**src/rtl/hhr_pkg.sv**
```systemverilog
// hhr_pkg: shared constants, stage types and the hue sector weight function
// for the hsl hue replace recolor pipeline
// no dependencies
package hhr_pkg;

   localparam int HUE_BITS = 16;
   localparam int CSR_W    = 16;
   localparam int BYTE_W   = 8;
   localparam int POS_W    = HUE_BITS + 3;
   localparam int WGT_W    = HUE_BITS + 1;
   localparam int PROD_W   = BYTE_W + WGT_W;
   localparam int SUM_W    = BYTE_W + 2;

   localparam logic signed [POS_W-1:0] HUE_ONE   = POS_W'(1) <<< HUE_BITS;
   localparam logic signed [POS_W-1:0] HUE_HALF  = HUE_ONE >>> 1;
   localparam logic signed [POS_W-1:0] HUE_3HALF = HUE_ONE + HUE_HALF;
   localparam logic signed [POS_W-1:0] HUE_TWO   = HUE_ONE <<< 1;
   localparam logic signed [POS_W-1:0] HUE_THREE = HUE_TWO + HUE_ONE;

   localparam logic signed [POS_W-1:0] SHIFT_A = -HUE_ONE;
   localparam logic signed [POS_W-1:0] SHIFT_B = '0;
   localparam logic signed [POS_W-1:0] SHIFT_C = HUE_ONE;

   typedef struct packed {
      logic [BYTE_W-1:0] base;
      logic [BYTE_W-1:0] span;
      logic [WGT_W-1:0]  weight_a;
      logic [WGT_W-1:0]  weight_b;
      logic [WGT_W-1:0]  weight_c;
   } prep_type;

   typedef struct packed {
      logic [BYTE_W-1:0] base;
      logic [PROD_W-1:0] prod_a;
      logic [PROD_W-1:0] prod_b;
      logic [PROD_W-1:0] prod_c;
   } prod_type;

   typedef struct packed {
      logic [BYTE_W-1:0] a;
      logic [BYTE_W-1:0] b;
      logic [BYTE_W-1:0] c;
   } pix_type;

   // weight of the hsl sector curve at 3*hue + shift, scaled to 2^HUE_BITS
   function automatic logic [WGT_W-1:0] sector_weight(
      input logic [HUE_BITS-1:0]     hue,
      input logic signed [POS_W-1:0] shift
   );
      logic signed [POS_W-1:0] pos;
      logic [WGT_W-1:0]        wgt;
      pos = POS_W'(3 * $signed({3'b000, hue})) + shift;
      if (pos < 0) begin
         pos = pos + HUE_THREE;
      end else if (pos > HUE_THREE) begin
         pos = pos - HUE_THREE;
      end
      priority if (pos < HUE_HALF) begin
         wgt = WGT_W'(pos <<< 1);
      end else if (pos < HUE_3HALF) begin
         wgt = WGT_W'(HUE_ONE);
      end else if (pos < HUE_TWO) begin
         wgt = WGT_W'((HUE_TWO - pos) <<< 1);
      end else begin
         wgt = '0;
      end
      return wgt;
   endfunction

   // saturate a widened sum to one byte
   function automatic logic [BYTE_W-1:0] clamp_byte(input logic [SUM_W-1:0] sum);
      logic [BYTE_W-1:0] res;
      if (sum > SUM_W'({BYTE_W{1'b1}})) begin
         res = '1;
      end else begin
         res = sum[BYTE_W-1:0];
      end
      return res;
   endfunction

endpackage

```
**src/rtl/hhr_prep.sv**
```systemverilog
// hhr_prep: first pipeline stage, channel max/min and the three sector weights
// depends on hhr_pkg
module hhr_prep import hhr_pkg::*; (
   input  logic                clock,
   input  logic                reset,
   input  logic                advance,
   input  logic                in_valid,
   input  logic [BYTE_W-1:0]   chan_a,
   input  logic [BYTE_W-1:0]   chan_b,
   input  logic [BYTE_W-1:0]   chan_c,
   input  logic [HUE_BITS-1:0] hue,
   output logic                valid_ff,
   output prep_type            data_ff
);

   logic [BYTE_W-1:0] max_ab;
   logic [BYTE_W-1:0] min_ab;
   logic [BYTE_W-1:0] max_all;
   logic [BYTE_W-1:0] min_all;
   prep_type          data_in;

   always_comb begin
      max_ab           = (chan_a > chan_b) ? chan_a : chan_b;
      min_ab           = (chan_a < chan_b) ? chan_a : chan_b;
      max_all          = (chan_c > max_ab) ? chan_c : max_ab;
      min_all          = (chan_c < min_ab) ? chan_c : min_ab;
      data_in.base     = min_all;
      data_in.span     = max_all - min_all;
      data_in.weight_a = sector_weight(hue, SHIFT_A);
      data_in.weight_b = sector_weight(hue, SHIFT_B);
      data_in.weight_c = sector_weight(hue, SHIFT_C);
   end

   always_ff @(posedge clock) begin
      if (reset) begin
         valid_ff <= 1'b0;
      end else if (advance) begin
         valid_ff <= in_valid;
      end
   end

   always_ff @(posedge clock) begin
      if (advance) begin
         data_ff <= data_in;
      end
   end

endmodule

```
**src/rtl/hhr_blend.sv**
```systemverilog
// hhr_blend: second and third pipeline stages, span times weight, then add base
// depends on hhr_pkg
module hhr_blend import hhr_pkg::*; (
   input  logic     clock,
   input  logic     reset,
   input  logic     advance,
   input  logic     in_valid,
   input  prep_type in_data,
   output logic     valid_ff,
   output pix_type  data_ff
);

   logic     prod_valid_ff;
   prod_type prod_ff;
   prod_type prod_in;
   pix_type  data_in;

   always_comb begin
      prod_in.base   = in_data.base;
      prod_in.prod_a = PROD_W'(in_data.span) * PROD_W'(in_data.weight_a);
      prod_in.prod_b = PROD_W'(in_data.span) * PROD_W'(in_data.weight_b);
      prod_in.prod_c = PROD_W'(in_data.span) * PROD_W'(in_data.weight_c);
   end

   always_comb begin
      data_in.a = clamp_byte(SUM_W'(prod_ff.base) + SUM_W'(prod_ff.prod_a[PROD_W-1:HUE_BITS]));
      data_in.b = clamp_byte(SUM_W'(prod_ff.base) + SUM_W'(prod_ff.prod_b[PROD_W-1:HUE_BITS]));
      data_in.c = clamp_byte(SUM_W'(prod_ff.base) + SUM_W'(prod_ff.prod_c[PROD_W-1:HUE_BITS]));
   end

   always_ff @(posedge clock) begin
      if (reset) begin
         prod_valid_ff <= 1'b0;
         valid_ff      <= 1'b0;
      end else if (advance) begin
         prod_valid_ff <= in_valid;
         valid_ff      <= prod_valid_ff;
      end
   end

   always_ff @(posedge clock) begin
      if (advance) begin
         prod_ff <= prod_in;
         data_ff <= data_in;
      end
   end

endmodule

```
**src/rtl/hhr_outbuf.sv**
```systemverilog
// hhr_outbuf: output register with one skid entry, holds the pipeline on stall
// depends on hhr_pkg
module hhr_outbuf import hhr_pkg::*; (
   input  logic    clock,
   input  logic    reset,
   input  logic    in_valid,
   input  pix_type in_data,
   output logic    in_ready,
   output logic    out_valid,
   input  logic    out_ready,
   output pix_type out_data
);

   logic    out_valid_ff;
   logic    out_valid_in;
   logic    skid_valid_ff;
   logic    skid_valid_in;
   pix_type out_ff;
   pix_type skid_ff;
   logic    push;
   logic    pop;
   logic    load_out;
   logic    load_skid;

   assign in_ready  = !skid_valid_ff;
   assign out_valid = out_valid_ff;
   assign out_data  = out_ff;
   assign push      = in_valid && !skid_valid_ff;
   assign pop       = out_valid_ff && out_ready;

   always_comb begin
      out_valid_in  = out_valid_ff;
      skid_valid_in = skid_valid_ff;
      load_out      = 1'b0;
      load_skid     = 1'b0;
      if (skid_valid_ff) begin
         if (pop) begin
            skid_valid_in = 1'b0;
            load_out      = 1'b1;
         end
      end else if (push) begin
         if (!out_valid_ff || pop) begin
            out_valid_in = 1'b1;
            load_out     = 1'b1;
         end else begin
            skid_valid_in = 1'b1;
            load_skid     = 1'b1;
         end
      end else if (pop) begin
         out_valid_in = 1'b0;
      end
   end

   always_ff @(posedge clock) begin
      if (reset) begin
         out_valid_ff  <= 1'b0;
         skid_valid_ff <= 1'b0;
      end else begin
         out_valid_ff  <= out_valid_in;
         skid_valid_ff <= skid_valid_in;
      end
   end

   always_ff @(posedge clock) begin
      if (load_out) begin
         out_ff <= skid_valid_ff ? skid_ff : in_data;
      end
      if (load_skid) begin
         skid_ff <= in_data;
      end
   end

endmodule

```
**src/rtl/hsl_hue_replace_recolor_core.sv**
```systemverilog
// hsl_hue_replace_recolor_core: top level of the pixel recolor pipeline
// depends on hhr_pkg, hhr_prep, hhr_blend, hhr_outbuf
//
// usage
// - req channel: one pixel word (req_chan_a/b/c) per valid/ready handshake
// - rsp channel: one recolored word (rsp_out_a/b/c) per pixel, in order
// - csr port: csr_write_en with csr_write_data sets the replacement hue,
//   taken at once; write it only while no pixel is in flight
// - path: a pixel passes three compute registers, the first loaded at the
//   req handshake edge, then the output register, before rsp_valid rises
// - throughput: one pixel per cycle while req_ready is high, set by the
//   three-stage pipeline with one multiplier per channel in the middle stage
// - stall: when rsp_ready is low the result sits in the output register,
//   one more word lands in the skid entry, and req_ready drops the cycle
//   after until the skid entry drains; nothing is dropped or repeated
// - reset: synchronous, active high; clears all valid bits and sets the
//   hue to zero
module hsl_hue_replace_recolor_core import hhr_pkg::*; (
   input  logic              clock,
   input  logic              reset,
   input  logic              req_valid,
   output logic              req_ready,
   input  logic [BYTE_W-1:0] req_chan_a,
   input  logic [BYTE_W-1:0] req_chan_b,
   input  logic [BYTE_W-1:0] req_chan_c,
   output logic              rsp_valid,
   input  logic              rsp_ready,
   output logic [BYTE_W-1:0] rsp_out_a,
   output logic [BYTE_W-1:0] rsp_out_b,
   output logic [BYTE_W-1:0] rsp_out_c,
   input  logic              csr_write_en,
   input  logic [CSR_W-1:0]  csr_write_data
);

   logic [HUE_BITS-1:0] hue_ff;
   logic                advance;
   logic                prep_valid;
   prep_type            prep_data;
   logic                blend_valid;
   pix_type             blend_data;
   pix_type             rsp_data;

   always_ff @(posedge clock) begin
      if (reset) begin
         hue_ff <= '0;
      end else if (csr_write_en) begin
         hue_ff <= HUE_BITS'(csr_write_data);
      end
   end

   assign req_ready = advance;

   hhr_prep u_prep (
      .clock    (clock),
      .reset    (reset),
      .advance  (advance),
      .in_valid (req_valid),
      .chan_a   (req_chan_a),
      .chan_b   (req_chan_b),
      .chan_c   (req_chan_c),
      .hue      (hue_ff),
      .valid_ff (prep_valid),
      .data_ff  (prep_data)
   );

   hhr_blend u_blend (
      .clock    (clock),
      .reset    (reset),
      .advance  (advance),
      .in_valid (prep_valid),
      .in_data  (prep_data),
      .valid_ff (blend_valid),
      .data_ff  (blend_data)
   );

   hhr_outbuf u_outbuf (
      .clock     (clock),
      .reset     (reset),
      .in_valid  (blend_valid),
      .in_data   (blend_data),
      .in_ready  (advance),
      .out_valid (rsp_valid),
      .out_ready (rsp_ready),
      .out_data  (rsp_data)
   );

   assign rsp_out_a = rsp_data.a;
   assign rsp_out_b = rsp_data.b;
   assign rsp_out_c = rsp_data.c;

endmodule

```
**config.mk**
```make
export PLATFORM = sky130hd
export DESIGN_NAME = hsl_hue_replace_recolor_core
export DESIGN_NICKNAME = d
export VERILOG_FILES = /design/src/rtl/hhr_pkg.sv /design/src/rtl/hhr_prep.sv /design/src/rtl/hhr_blend.sv /design/src/rtl/hhr_outbuf.sv /design/src/rtl/hsl_hue_replace_recolor_core.sv
export SDC_FILE = /design/constraint.sdc
export NUM_CORES = 1
export LEC_CHECK = 0
export BUFFER_PORTS_ARGS = -buffer_cell sky130_fd_sc_hd__buf_4
export CAP_MARGIN = 10
export CORE_ASPECT_RATIO = 0.75
export CORE_MARGIN = 2
export CORE_UTILIZATION = 40
export DETAILED_ROUTE_END_ITERATION = 8
export PLACE_DENSITY_LB_ADDON = 0.08
export SLEW_MARGIN = 10
export SYNTH_ARGS = -nofsm -noshare
export SYNTH_HDL_FRONTEND = slang
export SYNTH_SLANG_ARGS = --single-unit
```
**constraint.sdc**
```tcl
create_clock -name clock -period 9.8 [get_ports clock]
set_clock_uncertainty 0.2 [all_clocks]
set_input_delay 0.98 -clock clock [delete_from_list [all_inputs] [get_ports clock]]
set_output_delay 0.98 -clock clock [all_outputs]
set_load 0.02 [all_outputs]
```
### Word level (Yosys, flattened, before mapping)

Index checks and enable logic that the tools add are counted.

| operators by class | value |
|---|---|
| eq/ne operators | 1 |
| reduce and logical (&&, ||, !) cells | 10 |
| $lt $le $gt $ge | 22 |
| mux-type cells | 32 |
| multipliers | 4 |
| bitwise logic cells | 1 |
| add/sub/neg operators | 15 |

Operator list:

| cell | number |
|---|---|
| 17-bit 2-to-1 mux | 9 |
| 19-bit 2-to-1 mux | 6 |
| 8-bit by 17-bit multiplier with 25-bit output | 3 |
| 19-bit adder (second input constant) | 3 |
| 19-bit greater-than comparator (second input constant) | 3 |
| 19-bit by 1-bit < comparator with 1-bit output (second input constant) | 3 |
| 19-bit by 17-bit < comparator with 1-bit output (second input constant) | 3 |
| 19-bit by 18-bit < comparator with 1-bit output (second input constant) | 3 |
| 19-bit < comparator (second input constant) | 3 |
| 19-bit subtractor (second input constant) | 3 |
| 1-bit by 16-bit subtractor with 16-bit output (first input constant) | 3 |
| 8-bit 2-to-1 mux | 4 |
| 8-bit by 9-bit adder with 10-bit output | 3 |
| 10-bit by 8-bit greater-than comparator with 1-bit output (second input constant) | 3 |
| 24-bit 2-to-1 mux | 1 |
| 18-bit by 17-bit adder with 19-bit output (second input constant) | 1 |
| 19-bit by 17-bit adder with 19-bit output (second input constant) | 1 |
| 2-bit by 16-bit multiplier with 18-bit output (first input constant) | 1 |
| 8-bit greater-than comparator | 2 |
| 8-bit < comparator | 2 |
| 1-bit 2-to-1 mux | 12 |
| 8-bit subtractor | 1 |
| 2-bit OR reduction | 3 |
| 3-bit AND reduction | 1 |
| other kinds (6) | 8 |

| storage, ports and cells | value |
|---|---|
| register bits after elaboration | 243 |
| word-level logic and storage cells | 112 |
| output and inout port bits | 26 |

### Logic depth before layout (Yosys ltp)

Gate-level depths: netlist (run 1).

| logic depth | value |
|---|---|
| depth after elaboration | 9 |
| mapped depth | 27 |
| mapped depth without buffers | 27 |

### By module

From an unflattened synthesis (run 1), not the netlist that was laid out.

| second synthesis, totals | value |
|---|---|
| cells, all modules | 2248 |
| area total of the unflattened synthesis | 22705.5 um2 |

By module, submodules not included:

| module | cells each | area an instance (um2) | instances |
|---|---|---|---|
| hhr_blend | 1520 | 14697.8 | 1 |
| hhr_prep | 588 | 5547.8 | 1 |
| hhr_outbuf | 88 | 1879.3 | 1 |
| hsl_hue_replace_recolor_core | 52 | 580.6 | 1 |

### Least setup slack after synthesis (run 1)

Ideal clock, no wire load.

| path | value |
|---|---|
| path type | input to register |
| start | input port req_chan_b[1] |
| end | register u_prep.data_ff[58] (netlist bit), data pin |
| path slack | 3844 ps |
| data required time | 9338 ps |
| arrival time | 5494 ps |
| stages on the path | 27 |
| library setup time | 262 ps |
| buffers on the path | 1 |
| cell sequence | inv_1 ha_1 nor2b_1 o21a_1 o21a_1 o21ai_0 a21oi_1 clkbuf_1 nor2_1 a21oi_1 ha_1 o21a_1 o21a_1 o21ai_0 a21oi_1 o31ai_1 inv_1 a21boi_0 ha_1 nor2b_1 o21ai_0 nand2b_1 a21o_1 a21o_1 a21o_1 a21oi_1 xor2_1 |

RTL lines:

| element | line | text |
|---|---|---|
| start, declared | hsl_hue_replace_recolor_core.sv:24 | `input logic [BYTE_W-1:0] req_chan_b,` |
| end signal, assigned | hhr_prep.sv:44 | `data_ff <= data_in;` |
| end, declared | hhr_prep.sv:13 | `output prep_type data_ff` |

==> flow_summary.toml, run 1 <==
[placed_design]
placed_cell_area_mm2 = 0.02250
post-dp-hpwl_um = 36700
globalplace.congestion = 0.8337
io_buffers = 70

[global_route]
grt.met3_usage_pct = 2.885
antenna_found_initial = 1
grt_pass1_wl_um = 79090
grt_max_degree = 82
busiest_layer = "met2"
overflow = 0
grt_pass1_vias = 15007
grt.total_usage_pct = 18.17
grt_util_met1_pct = 26.89
use_met2_pct = 28.13

[floorplanning]
die-area_mm2 = 0.05504
io-pin-count = 71
start_util_pct = 40.28
die_h_um = 203.7
placement_rows = 73
core-area_mm2 = 0.05279
die_x_um = 270.2

[layout]
nets = 2667
diodes = 0
drive_gt1_share_pct = 7.565
fillers = 5150
area_growth_pct = 8.721
utilization_pct = 43.79
final_area_mm2 = 0.02312

[timing]
period_share_pct = 69.83
tightest_slew_ns = 1.061
setup_violations = 0
timing.fmax_mhz = 146.1
slew_viol_final = 0
relSlewSlack_pct = 29.28
rsz0062_at_grt = "no"
hold_slack_ns = 0.2236
final.setup.tns_ns = 0
hold_violations = 0
period_needed_ns = 6.843

[synthesis]
ys_ff_latch = 192
avgSynthCellArea_um2 = 9.955
yosysTopAreaCell = "edfxtp_1"
synth_cell_types = 81
yosys.area.top_type_share_pct = 24.15
yosys-top-cells-area = "edfxtp_1, fa_1, ha_1, and2_1, inv_1"
syn_inst = 2136
syn-cell-area_mm2 = 0.02126
synthArstFlopShare_pct = 0
synth_warnings = 0
synth_flop_cell = "edfxtp_1"
syn-num-nets = 2635
synth-edff-count = 171
yosysSeqAreaShare_pct = 26.13

[setup_path]
reg2regPathDepth = 19
cp_data_required_time_ns = 9.84
startpoint_type = "flop"
path_class = "flop to flop"
cp.arrival_ns = 6.88
end_kind = "flop"
worstPathMaxFanout = 26

[job]
drv_cap = 0

[drt]
drtIter0Drc = 780
ant_nets = 0
vias = 14558
wl_per_cell_um = 16.40
vias_per_cell = 5.032
dr.pass1.iters = 4
wirelength_um = 47430
drc = 0

[power_and_ir_drop]
p_leak_nw = 10.83
p_per_area_mw_per_mm2 = 261.7
vdd_drop_max_v = 0.0002959

[cts]
cts_resized = 0
clkSinkCount = 192
path_clk_slew_ns = 0.08
clkLatencyLatePin_ns = 0.48
postCtsSetupRepairBufs = 0
cts_buffers = 17
cts_tree = "done"
htree_levels = 4
ctsHoldBuffers = 0
root_buffer = "clkbuf_16"
ctsLongestPathBuffers = 2

[run_status]
status = "finished, final reports clean"

[worst_hold_path]
hold_class = "flop to flop"
hold_depth = 0
[logic make-up after synthesis]
family	count (synthesis)	synth area share, %
compound gates	287	8.944
xor+xnor	64	2.707
fa+ha+maj	455	35.73
buf+inv	424	7.603
flops	192	26.13
mux	63	3.131
simple gates	651	15.76
[routing by layer]
layer	part of all wire, %	wire [um]	up-vias
met5	0	0	-
met4	1.2	565	0
met3	3.2	1527	35
met2	44	20740	198
met1	52	24600	7271
li1	-	-	7054
[registers in the layout (all words and copies together), names as in the netlist]
name / count
u_outbuf.skid_ff: 24
u_outbuf.out_data: 24
u_prep.valid_ff: 1
u_blend.prod_ff: 35
u_blend.data_ff: 24
u_outbuf.out_valid: 1
u_blend.prod_valid_ff: 1
hue_ff: 16
u_outbuf.skid_valid_ff: 1
u_prep.data_ff: 64
u_blend.valid_ff: 1
[cells in the mapped netlist (3+ instances only)]
cell,number
fa_1,254
inv_1,351
mux2i_1,35
nor2b_1,20
mux2_2,28
xnor2_1,38
nand2b_1,20
o2111ai_1,5
edfxtp_1,171
a21o_1,26
a21boi_0,3
buf_1,4
clkbuf_1,60
nand4_1,11
o21ai_0,51
nor3b_1,3
dfxtp_1,21
a41oi_1,3
o21a_1,13
nand2_1,209
nor3_1,12
o2bb2ai_1,5
a31oi_1,4
o31ai_1,3
nand3_1,23
a211oi_1,6
a221oi_1,8
a21oi_1,78
nor2_1,78
or2_2,3
and2_1,244
o211ai_1,8
o21ai_1,7
nor4b_1,3
and3_1,11
a211o_1,5
o21bai_1,11
buf_2,5
o22ai_1,21
ha_1,200
xor2_1,24
[path summary, 6_finish.rpt]
kind / slack (ns) / start / to
worst max-delay path: 2.96 / u_prep.data_ff[53]$_DFFE_PN_ / u_blend.prod_ff[24]$_DFFE_PN_
worst min-delay path: 0.22 / u_prep.data_ff[66]$_DFFE_PN_ / u_blend.prod_ff[82]$_DFFE_PN_
worst max register to register: 2.96 / u_prep.data_ff[53]$_DFFE_PN_ / u_blend.prod_ff[24]$_DFFE_PN_
worst min register to register: 0.22 / u_prep.data_ff[66]$_DFFE_PN_ / u_blend.prod_ff[82]$_DFFE_PN_
[placed cells by master (no fill, tap or decap), types with 28 or more instances in the layout]
cell type | netlist | routed
inv_1 | 351 | 350
fa_1 | 254 | 254
and2_1 | 244 | 244
nand2_1 | 209 | 209
ha_1 | 200 | 200
edfxtp_1 | 171 | 171
buf_4 | 1 | 85
nor2_1 | 78 | 78
a21oi_1 | 78 | 77
o21ai_0 | 51 | 51
xnor2_1 | 38 | 38
mux2i_1 | 35 | 35
mux2_2 | 28 | 28
[critical path, stage by stage, from the launching register on]
cell and delay, ns:
edfxtp_1 0.85, buf_4 0.41, and2_1 0.20, fa_1 0.44, fa_1 0.48, fa_1 0.54
inv_1 0.05, fa_1 0.53, inv_1 0.04, ha_1 0.27, o21a_1 0.16, o21a_1 0.16
o21a_1 0.17, nor2b_1 0.13, a311o_1 0.37, a311oi_1 0.51, o21ai_0 0.29, or4_1 0.48
a31oi_1 0.21, xnor2_1 0.08
[layout make-up]
class / count / area [um^2] / area share [%]
Tap cell: 712 / 890.9 / 3.854
Sequential cell: 192 / 5555 / 24.03
Inverter: 352 / 1324 / 5.726
Timing Repair Buffer: 85 / 638.1 / 2.760
Multi-Input combinational cell: 1520 / 14100 / 60.98
Clock inverter: 15 / 187.7 / 0.8119
Clock buffer: 17 / 425.4 / 1.840
[power by group]
group | internal (W) | switching, W
logic | 0.00163 | 0.00225
registers | 0.00123 | 0.000202
clock network | 0.000347 | 0.000382
total | 0.00321 | 0.00283
[metrics by stage]
step	power [W]	setup WS, ns	cells
2_1_floorplan	0.004328	3.844	2136
3_3_place_gp	0.005333	2.940	2860
3_5_place_dp	0.005383	2.923	2860
4_1_cts	0.006168	2.933	2892
5_1_grt	0.006805	2.644	2893
6_report	0.006049	2.957	2893
Note: power is estimated with default switching activity, not from simulation.
==> run 2: changes to the inputs <==
Settings changed: ABC_AREA set to 1.
Clock period 9.8 ns to 7 ns, I/O delays scaled along.
==> flow_summary.toml, run 2 <==
[run_status]
status = "finished, violations left"
violations = "design-rule violations"

[power_and_ir_drop]
pwr-share-seq_pct = 21.8
p_leak_nw = 13.37
p_comb_share_pct = 68.3
pwr-share-clk_pct = 9.9
p_total_w = 0.01043
cellInternalPower_w = 0.005006
p_switching_w = 0.005421
p_sw_share_pct = 51.99
p_per_area_mw_per_mm2 = 436.6
vdd_drop_max_v = 0.0003637

[setup_path]
cpMostUsedCell = "fa_1"
reg2reg_slack_ns = 1.22
cp.arrival_ns = 5.84
crit_slowest_cell = "edfxtp_1"
r2r_start = "u_prep.data_ff[57]$_DFFE_PN_"
cp_data_required_time_ns = 7.05
reg2regPathDepth = 18
path_class = "flop to flop"
worstPathMaxFanout = 24
slowest_delay_ns = 1.00
worstReg2RegEnd = "u_blend.prod_ff[72]$_DFFE_PN_"
startpoint_type = "flop"
path_cells = "buf_4 > nand2_1 > fa_1 > fa_1 > inv_1 > fa_1 > inv_1 > fa_1 > inv_1 > ha_1 > nand4_1 > o31ai_1 > a21oi_1 > o21ai_0 > nand3_1 > nand2_1 > a21oi_1 > xor2_1"
end_kind = "flop"

[synthesis]
yosys-top-cells-count = "nand2_1, inv_1, fa_1"
synth-edff-count = 171
avgSynthCellArea_um2 = 8.045
syn_inst = 2759
yosys-top-cells-area = "edfxtp_1, fa_1, nand2_1, inv_1, ha_1"
yosys.area.top_type_share_pct = 23.14
synthArstFlopShare_pct = 0
yosysTopAreaCell = "edfxtp_1"
synth_cell_types = 51
syn-num-nets = 3258
synth_flop_cell = "edfxtp_1"
ys_ff_latch = 192
yosysSeqAreaShare_pct = 25.03
synth_warnings = 0
syn-cell-area_mm2 = 0.02220
yosysMostFrequentCell = "nand2_1"

[worst_hold_path]
min_to = "u_outbuf.skid_valid_ff$_SDFF_PP0_"
hold_class = "primary input to flop"
hold_depth = 2
hold_path_startpoint = "reset"

[placed_design]
globalplace.congestion = 0.8632
io_buffers = 70
placed_cell_area_mm2 = 0.02326
post-dp-hpwl_um = 42320

[timing]
setup_violations = 0
period_share_pct = 82.59
hold_violations = 0
slew_viol_final = 0
relSlewSlack_pct = 22.16
final.setup.tns_ns = 0
rsz0062_at_grt = "no"
timing.fmax_mhz = 173.0
period_needed_ns = 5.782
tightest_slew_ns = 1.157

[floorplanning]
die_x_um = 276
placement_rows = 74
start_util_pct = 40.63
core-area_mm2 = 0.05463
io-pin-count = 71
die-area_mm2 = 0.05741
die_h_um = 208

[cts]
root_buffer = "clkbuf_16"
ctsHoldBuffers = 0
ctsLongestPathBuffers = 2
postCtsSetupRepairBufs = 0
cts_resized = 0
clkLatencyLatePin_ns = 0.50
path_clk_slew_ns = 0.10
clkSinkCount = 192
cts_tree = "done"
cts_buffers = 17
htree_levels = 4

[drt]
drtIter0Drc = 997
dr.pass1.iters = 7
ant_nets = 0
drc = 2
wl_per_cell_um = 15.14
wirelength_um = 52880
vias_per_cell = 4.724
vias = 16495

[layout]
regMostFlops = "u_prep.data_ff"
drive_gt1_share_pct = 5.776
layout_common_cells = "nand2_1, inv_1, fa_1, ha_1, edfxtp_1"
nets = 3256
final_area_mm2 = 0.02388
area_growth_pct = 7.611
final_common_cell = "nand2_1"
largest_reg_flops = 64
diodes = 0
reg.largest.list = "u_prep.data_ff (64), u_blend.prod_ff (35)"
fillers = 5526

[global_route]
grt_pass1_vias = 16913
grt.total_usage_pct = 19.63
grt_pass1_wl_um = 89800
antenna_found_initial = 0
grt_max_degree = 96
overflow = 0

[job]
drv_cap = 0
[run 2: changes by cell type in the layout (fill, tap and decap cells not counted), moves of 25 or more]
cell	delta
nor2_1	+25
mux2_2	-28
and2_1	-242
nand3_1	+25
inv_1	+316
o21ai_0	+52
mux2i_1	-35
nand2_1	+597
a21oi_1	+30
[run 2: worst max-delay path: cells and delay by family (launching register included)]
kind	cells	cell delay [ns]
buf+inv	4	0.50
xor+xnor	1	0.14
compound gates	4	0.81
flops	1	1.00
fa+ha+maj	5	2.45
simple gates	4	0.42
[run 2: worst max path at each step]
stage                                           start                            end  slack, ns  cells after the start
global placement                        req_chan_b[3]   u_prep.data_ff[58]$_DFFE_PN_       1.10                     29
finish                   u_prep.data_ff[57]$_DFFE_PN_  u_blend.prod_ff[72]$_DFFE_PN_       1.22                     18
CTS                      u_prep.data_ff[57]$_DFFE_PN_  u_blend.prod_ff[72]$_DFFE_PN_       1.26                     18
global route                            req_chan_b[3]   u_prep.data_ff[58]$_DFFE_PN_       0.77                     29
floorplan           u_outbuf.skid_valid_ff$_SDFF_PP0_                      req_ready       1.78                      3
detailed placement                      req_chan_b[3]   u_prep.data_ff[58]$_DFFE_PN_       1.02                     29
[run 2: per-stage QoR]
| stage | setup WS (ns) | hold WS, ns | util [%] | std cells |
|---|---|---|---|---|
| 5_1_grt | 0.7692 | 0.1254 | 43.72 | 3492 |
| 6_report | 1.218 | 0.1620 | 43.72 | 3492 |
| 3_5_place_dp | 1.023 | 0.2045 | 42.58 | 3460 |
| 3_3_place_gp | 1.097 | 0.2023 | 42.58 | 3460 |
| 2_1_floorplan | 1.777 | 0.2003 | - | 2759 |
| 4_1_cts | 1.262 | 0.1268 | 43.72 | 3492 |
[run 2: area by class of cell]
| type | count | area, um^2 | share of cell area, % |
|---|---|---|---|
| well taps | 722 | 903.4 | 3.782 |
| inverters | 677 | 2546 | 10.66 |
| clock buffers | 17 | 425.4 | 1.781 |
| repair buffers | 84 | 630.6 | 2.640 |
| clock inverters | 15 | 198.9 | 0.8329 |
| multi-input cells | 1785 | 13620 | 57.04 |
| flip-flops and latches | 192 | 5557 | 23.26 |
[run 2: cells by family (layout without fill, tap and decap cells)]
| family | after synthesis | count (layout) | share of synthesized area [%] |
|---|---|---|---|
| flip-flops | 192 | 192 | 25.03 |
| AO/OA/AOI/OAI | 254 | 254 | 6.269 |
| buffers and inverters | 782 | 793 | 13.60 |
| XOR/XNOR | 64 | 64 | 2.678 |
| AND/OR/NAND/NOR | 1013 | 1013 | 18.24 |
| adder cells (fa/ha/maj) | 454 | 454 | 34.18 |
[run 2: power by group through the flow]
stage | Combinational, W | Clock [W] | Sequential (W)
floorplan | 0.00563 | 0 | 0.00190
global placement | 0.00709 | 0 | 0.00231
detailed placement | 0.00715 | 0 | 0.00230
CTS | 0.00724 | 0.00107 | 0.00228
global route | 0.00847 | 0.00111 | 0.00233
finish | 0.00712 | 0.00103 | 0.00228
[run 2: metal layers]
metal	part of all wire [%]	vias to the layer above	GRT usage (%)
li1	-	8288	-
met1	53	7883	30.02
met2	42	300	29.56
met3	4.4	24	2.976
met4	0.76	0	3.392
met5	0	-	0
